**src/sv/cpfa_pkg.sv**
```systemverilog
//------------------------------------------------------------------------------
// cpfa_pkg: shared types and helpers for the channel parameter field access
// Word sizes, the shift unit control group and the field mask helper.
//------------------------------------------------------------------------------
`default_nettype none

package cpfa_pkg;

  localparam int WORD_W = 32;
  localparam int PAIR_W = 64;
  localparam int OFS_W  = 5;
  localparam int SIZE_W = 6;

  typedef enum logic {
    SH_LEFT  = 1'b0,
    SH_RIGHT = 1'b1
  } shift_dir_t;

  typedef struct packed {
    shift_dir_t       dir;
    logic [OFS_W-1:0] amount;
  } shift_ctl_t;

  function automatic logic [WORD_W-1:0] size_mask(input logic [SIZE_W-1:0] size);
    logic [WORD_W-1:0] m;
    if (size >= SIZE_W'(WORD_W)) begin
      m = '1;
    end else begin
      m = (WORD_W'(1) << size) - WORD_W'(1);
    end
    return m;
  endfunction

endpackage

`default_nettype wire

```
**src/sv/cpfa_shift.sv**
```systemverilog
//------------------------------------------------------------------------------
// cpfa_shift: shared 64-bit shift unit
// Left shift for mask and value placement, right shift for field extraction.
//------------------------------------------------------------------------------
`default_nettype none

module cpfa_shift (
  input  cpfa_pkg::shift_ctl_t              ctl,
  input  logic [cpfa_pkg::PAIR_W-1:0]       din,
  output logic [cpfa_pkg::PAIR_W-1:0]       dout
);
  import cpfa_pkg::*;

  always_comb begin
    unique case (ctl.dir)
      SH_LEFT:  dout = din << ctl.amount;
      SH_RIGHT: dout = din >> ctl.amount;
      default:  dout = din;
    endcase
  end

endmodule

`default_nettype wire

```
**config.mk**
```make
export PLATFORM = sky130hd
export DESIGN_NAME = cpfa_shift
export DESIGN_NICKNAME = d
export VERILOG_FILES = /design/src/sv/cpfa_pkg.sv /design/src/sv/cpfa_shift.sv
export SDC_FILE = /design/constraint.sdc
export NUM_CORES = 1
export LEC_CHECK = 0
export BUFFER_PORTS_ARGS = -buffer_cell sky130_fd_sc_hd__buf_2
export CAP_MARGIN = 20
export CORE_MARGIN = 5
export CORE_UTILIZATION = 30
export DETAILED_ROUTE_END_ITERATION = 16
export PLACE_DENSITY = 0.57
export REMOVE_ABC_BUFFERS = 1
export SLEW_MARGIN = 20
export SYNTH_ARGS = -nofsm -noshare
export SYNTH_HDL_FRONTEND = slang
export SYNTH_SLANG_ARGS = --single-unit
```
**constraint.sdc**
```tcl
create_clock -name vclk -period 3.4
set_input_delay 0.85 -clock vclk [all_inputs]
set_output_delay 0.85 -clock vclk [all_outputs]
set_load 0.02 [all_outputs]
```
== Word level (Yosys, flattened, before mapping) ==
Cells that the tools add are included.
Cells by class
  equality and inequality tests: 0
  div/mod/pow operators: 0
  bitwise gates (word level): 1
  reduce and logical (&&, ||, !) cells: 0
  order comparisons: 0
  $mul: 0
  $add $sub $neg: 0
  muxes and demuxes: 1
  shift-type cells: 2
Operator list (count)
  $pmux 64 s2: 1
  $shl 64x5->64: 1
  $shr 64x5->64: 1
  $not 1->1: 1
Storage, ports and cells
  memory bits (read-only): 0
  bits in latches: 0
  word-level logic and storage cells: 4
  bits of input ports: 70
  memories kept: 0
  register bits after elaboration: 0
  output and inout port bits: 64
  bits in writable memories: 0

== Depth between registers and ports, before layout ==
  word-level depth: 2
  gate-level depth with buffers: 10
  depth with buffers taken out: 5

== Worst setup path before layout ==
Ideal clock, no wire load.
  path kind: input to output
  start point: input port ctl[1] (netlist bit)
  end point: output port dout[44] (netlist bit)
  path buffers: 4
  arrival time: 2.677 ns
  cell stages on the path: 9
  setup slack: -0.127 ns
  cell sequence: buf_6 -> buf_6 -> buf_4 -> buf_4 -> mux2i_1 -> mux2_2 -> o21ai_0 -> a31oi_1 -> a221oi_1
On the way
  longest elaborated chain between the ends: 2
  elaborated cells between the ends (all ways): 3
  classes of those cells: shift (2); mux (1)
Ends and longest elaborated chain
  start, declared: line cpfa_shift.sv:8  | input cpfa_pkg::shift_ctl_t ctl,
  $shr 64x5->64 / $shl 64x5->64 (equally long branches): line cpfa_shift.sv:17, cpfa_shift.sv:16
  $pmux 64 s2 (*): line cpfa_shift.sv:15  | unique case (ctl.dir)
  end, declared: line cpfa_shift.sv:10  | output logic [cpfa_pkg::PAIR_W-1:0] dout
Every way passes the cells marked *; elsewhere a longest branch is shown, timed or not.

== Worst setup path after layout ==
  start point: input port ctl[1] (netlist bit)
  end point: output port dout[34] (netlist bit)
The elaborated chain is that of the path after synthesis.

==> impl_metrics.tcl <==
set metrics [dict create \
    status "finished, violations left" \
    failed_checks "setup timing" \
    end_kind "primary output" \
    antenna_found_initial 0 \
    drtAntennaViolNets 0 \
    setup_viol_count_final 62 \
    synth-compound-area-share_pct 24.53 \
    synth_top_family_by_area "multiplexers" \
    netlist_area_sq_um 8339 \
    grt_max_degree 51 \
    drcViolationCount 0 \
    place_congestion 1.046 \
    postSynthAreaPerCell_sq_um 8.938 \
    die_area_sq_um 31230 \
    worstPathArrival_ps 3030 \
    seq_area_frac_synth_pct 0 \
    cp_max_fo 5 \
    drtIter0Drc 1796 \
    start_util_pct 30.18 \
    hold_viol_final 0 \
    synth_warnings 0 \
    synthSimpleGateAreaFrac_pct 12.87 \
    post-route-worst-setup-slack_ps -478.7 \
    drive_gt1_share_pct 73.02 \
    vias 11690 \
    chipWidth_um 176.7 \
    die_h_um 176.7 \
    leakage_nw 6.233 \
    diodes 0 \
    yosys-top-cells-area "mux4_2, mux2i_1, mux2_2" \
    tightest_slew_ps 774.2 \
    dr.pass1.iters 6 \
    crit_type "in -> out" \
    start_kind "input pin" \
    ctsHoldBuffers 0 \
    grt_overflow 0 \
    max_freq_mhz 257.8 \
    synth_common_cells "mux4_2, nand2_1, mux2i_1, nor2_1, clkbuf_1" \
    multiInputGateArea_sq_um 9273 \
    finalNetCount 1484 \
    synth_top_area_share_pct 36.73 \
    synth_xor_area_share_pct 0 \
    yosys.area_share.adder_pct 0 \
    grt_use_total_pct 32.15 \
    area_delta_synth_final_pct 83.59 \
    finalSetupTns_ps -16260 \
    routed_via_density 6.533 \
    power_per_cell_area_nw_per_um2 205.4 \
    pin_count 134 \
    post-route-period-util_pct 114.1 \
    worstPathRequired_ps 2550 \
    core_sq_um 27630 \
    peakVddDrop_uv 126.4 \
    rows 61 \
    synth_most_common_cell "mux4_2" \
    portBuffers 134 \
    nFillCells 2419 \
    grt_pass1_vias 11410 \
    totalWireLength_mm 53.10 \
    placed_area_sq_um 11970 \
    relSlewSlack_pct 48.20 \
    seq_cell_count 0 \
    period_minus_slack_ps 3879 \
    place_ws_ps -636.0 \
    wl_per_cell_um 29.66 \
    grt_first_pass_wirelength_mm 76.45 \
    maxSlewViolCount 0 \
    regArea_sq_um 0 \
    maxCapViolations 0 \
    rsz0062_at_grt "yes" \
    final_area_sq_um 15310 \
    synthDistinctLibCells 59 \
    dp.cells 1699 \
    min_path_type "in -> out" \
    n_clock_buffer 0 \
    fin_cells 1790 \
    muxShareOfSynthArea_pct 54.31 \
    dpl.hpwl_mm 39.20 \
    synthCells 933 \
    yosysTopAreaCell "mux4_2" \
]
[worst paths after layout]
path | endpoint | cells past startpoint | from | slack (ps)
max | dout[34] | 9 | ctl[1] | -480
min | dout[61] | 4 | ctl[4] | 2390
[per-layer routing]
layer	vias up	part of all wire, %	wire length (um)	track usage [%]
met2	942	44	23370	49.31
met3	157	11	5945	7.007
met4	0	5.1	2718	11.70
li1	4822	-	-	-
met5	-	0	0	0
met1	5773	40	21060	44.67
[layout make-up]
class                      instances  area share (%)
timing repair buffer             606           36.17
tap                              378           3.089
inverter                           7          0.1716
multi-input combinational        799           60.57
[through the flow]
stage                     total power [mW]  hold WS (ps)  utilization, %
final                                3.145          2389           55.41
after global routing                 3.227          2394           55.41
after CTS                            2.876          2352           52.83
after detailed placement             2.323          2311           43.34
after global placement               2.319          2315           43.34
after floorplan                      1.040          1822               -
[report_power, final]
part	internal (mW)	switching [mW]
Sequential	0	0
Combinational	1.54	1.61
Clock	0	0
Total	1.54	1.61
[critical path: stages]
cell	delay, ps
clkbuf_16	130
mux4_2	550
mux2_4	300
a222oi_1	490
buf_4	210
buf_6	100
o2111ai_2	100
o31a_1	150
buf_6	140
[timing repair]
item                       in CTS  in global routing
gates resized for setup       441                134
cloned                         10                  1
setup endpoints to repair      64                 64
setup buffers                  69                 32
pin swaps                     106                 61
[kinds of logic (layout without fill, tap and decap cells)]
| family | Yosys count | count (layout) |
|---|---|---|
| and+or+nand+nor | 235 | 235 |
| muxes | 276 | 276 |
| AOI/OAI and AO/OA | 288 | 288 |
| buffers and inverters | 134 | 613 |
[cells in the final DEF (no fill, tap or decap), drive strengths merged, types with 6 or more instances in the layout]
master and instances:
buf 600, mux4 136, nand2 89, mux2i 88
nor2 65, mux2 52, a21oi 49, o21ai 35
o22ai 31, a22oi 22, nor3 19, a31oi 18
nor2b 11, and2 11, a2bb2oi 10, a221oi 10
a211oi 10, a22o 8, o22a 8, o221ai 8
a32oi 8, nand2b 8, inv 7, o211ai 6
nand3 6, or2 6, a2111oi 6
No activity file was read; power rests on OpenSTA's default activity.
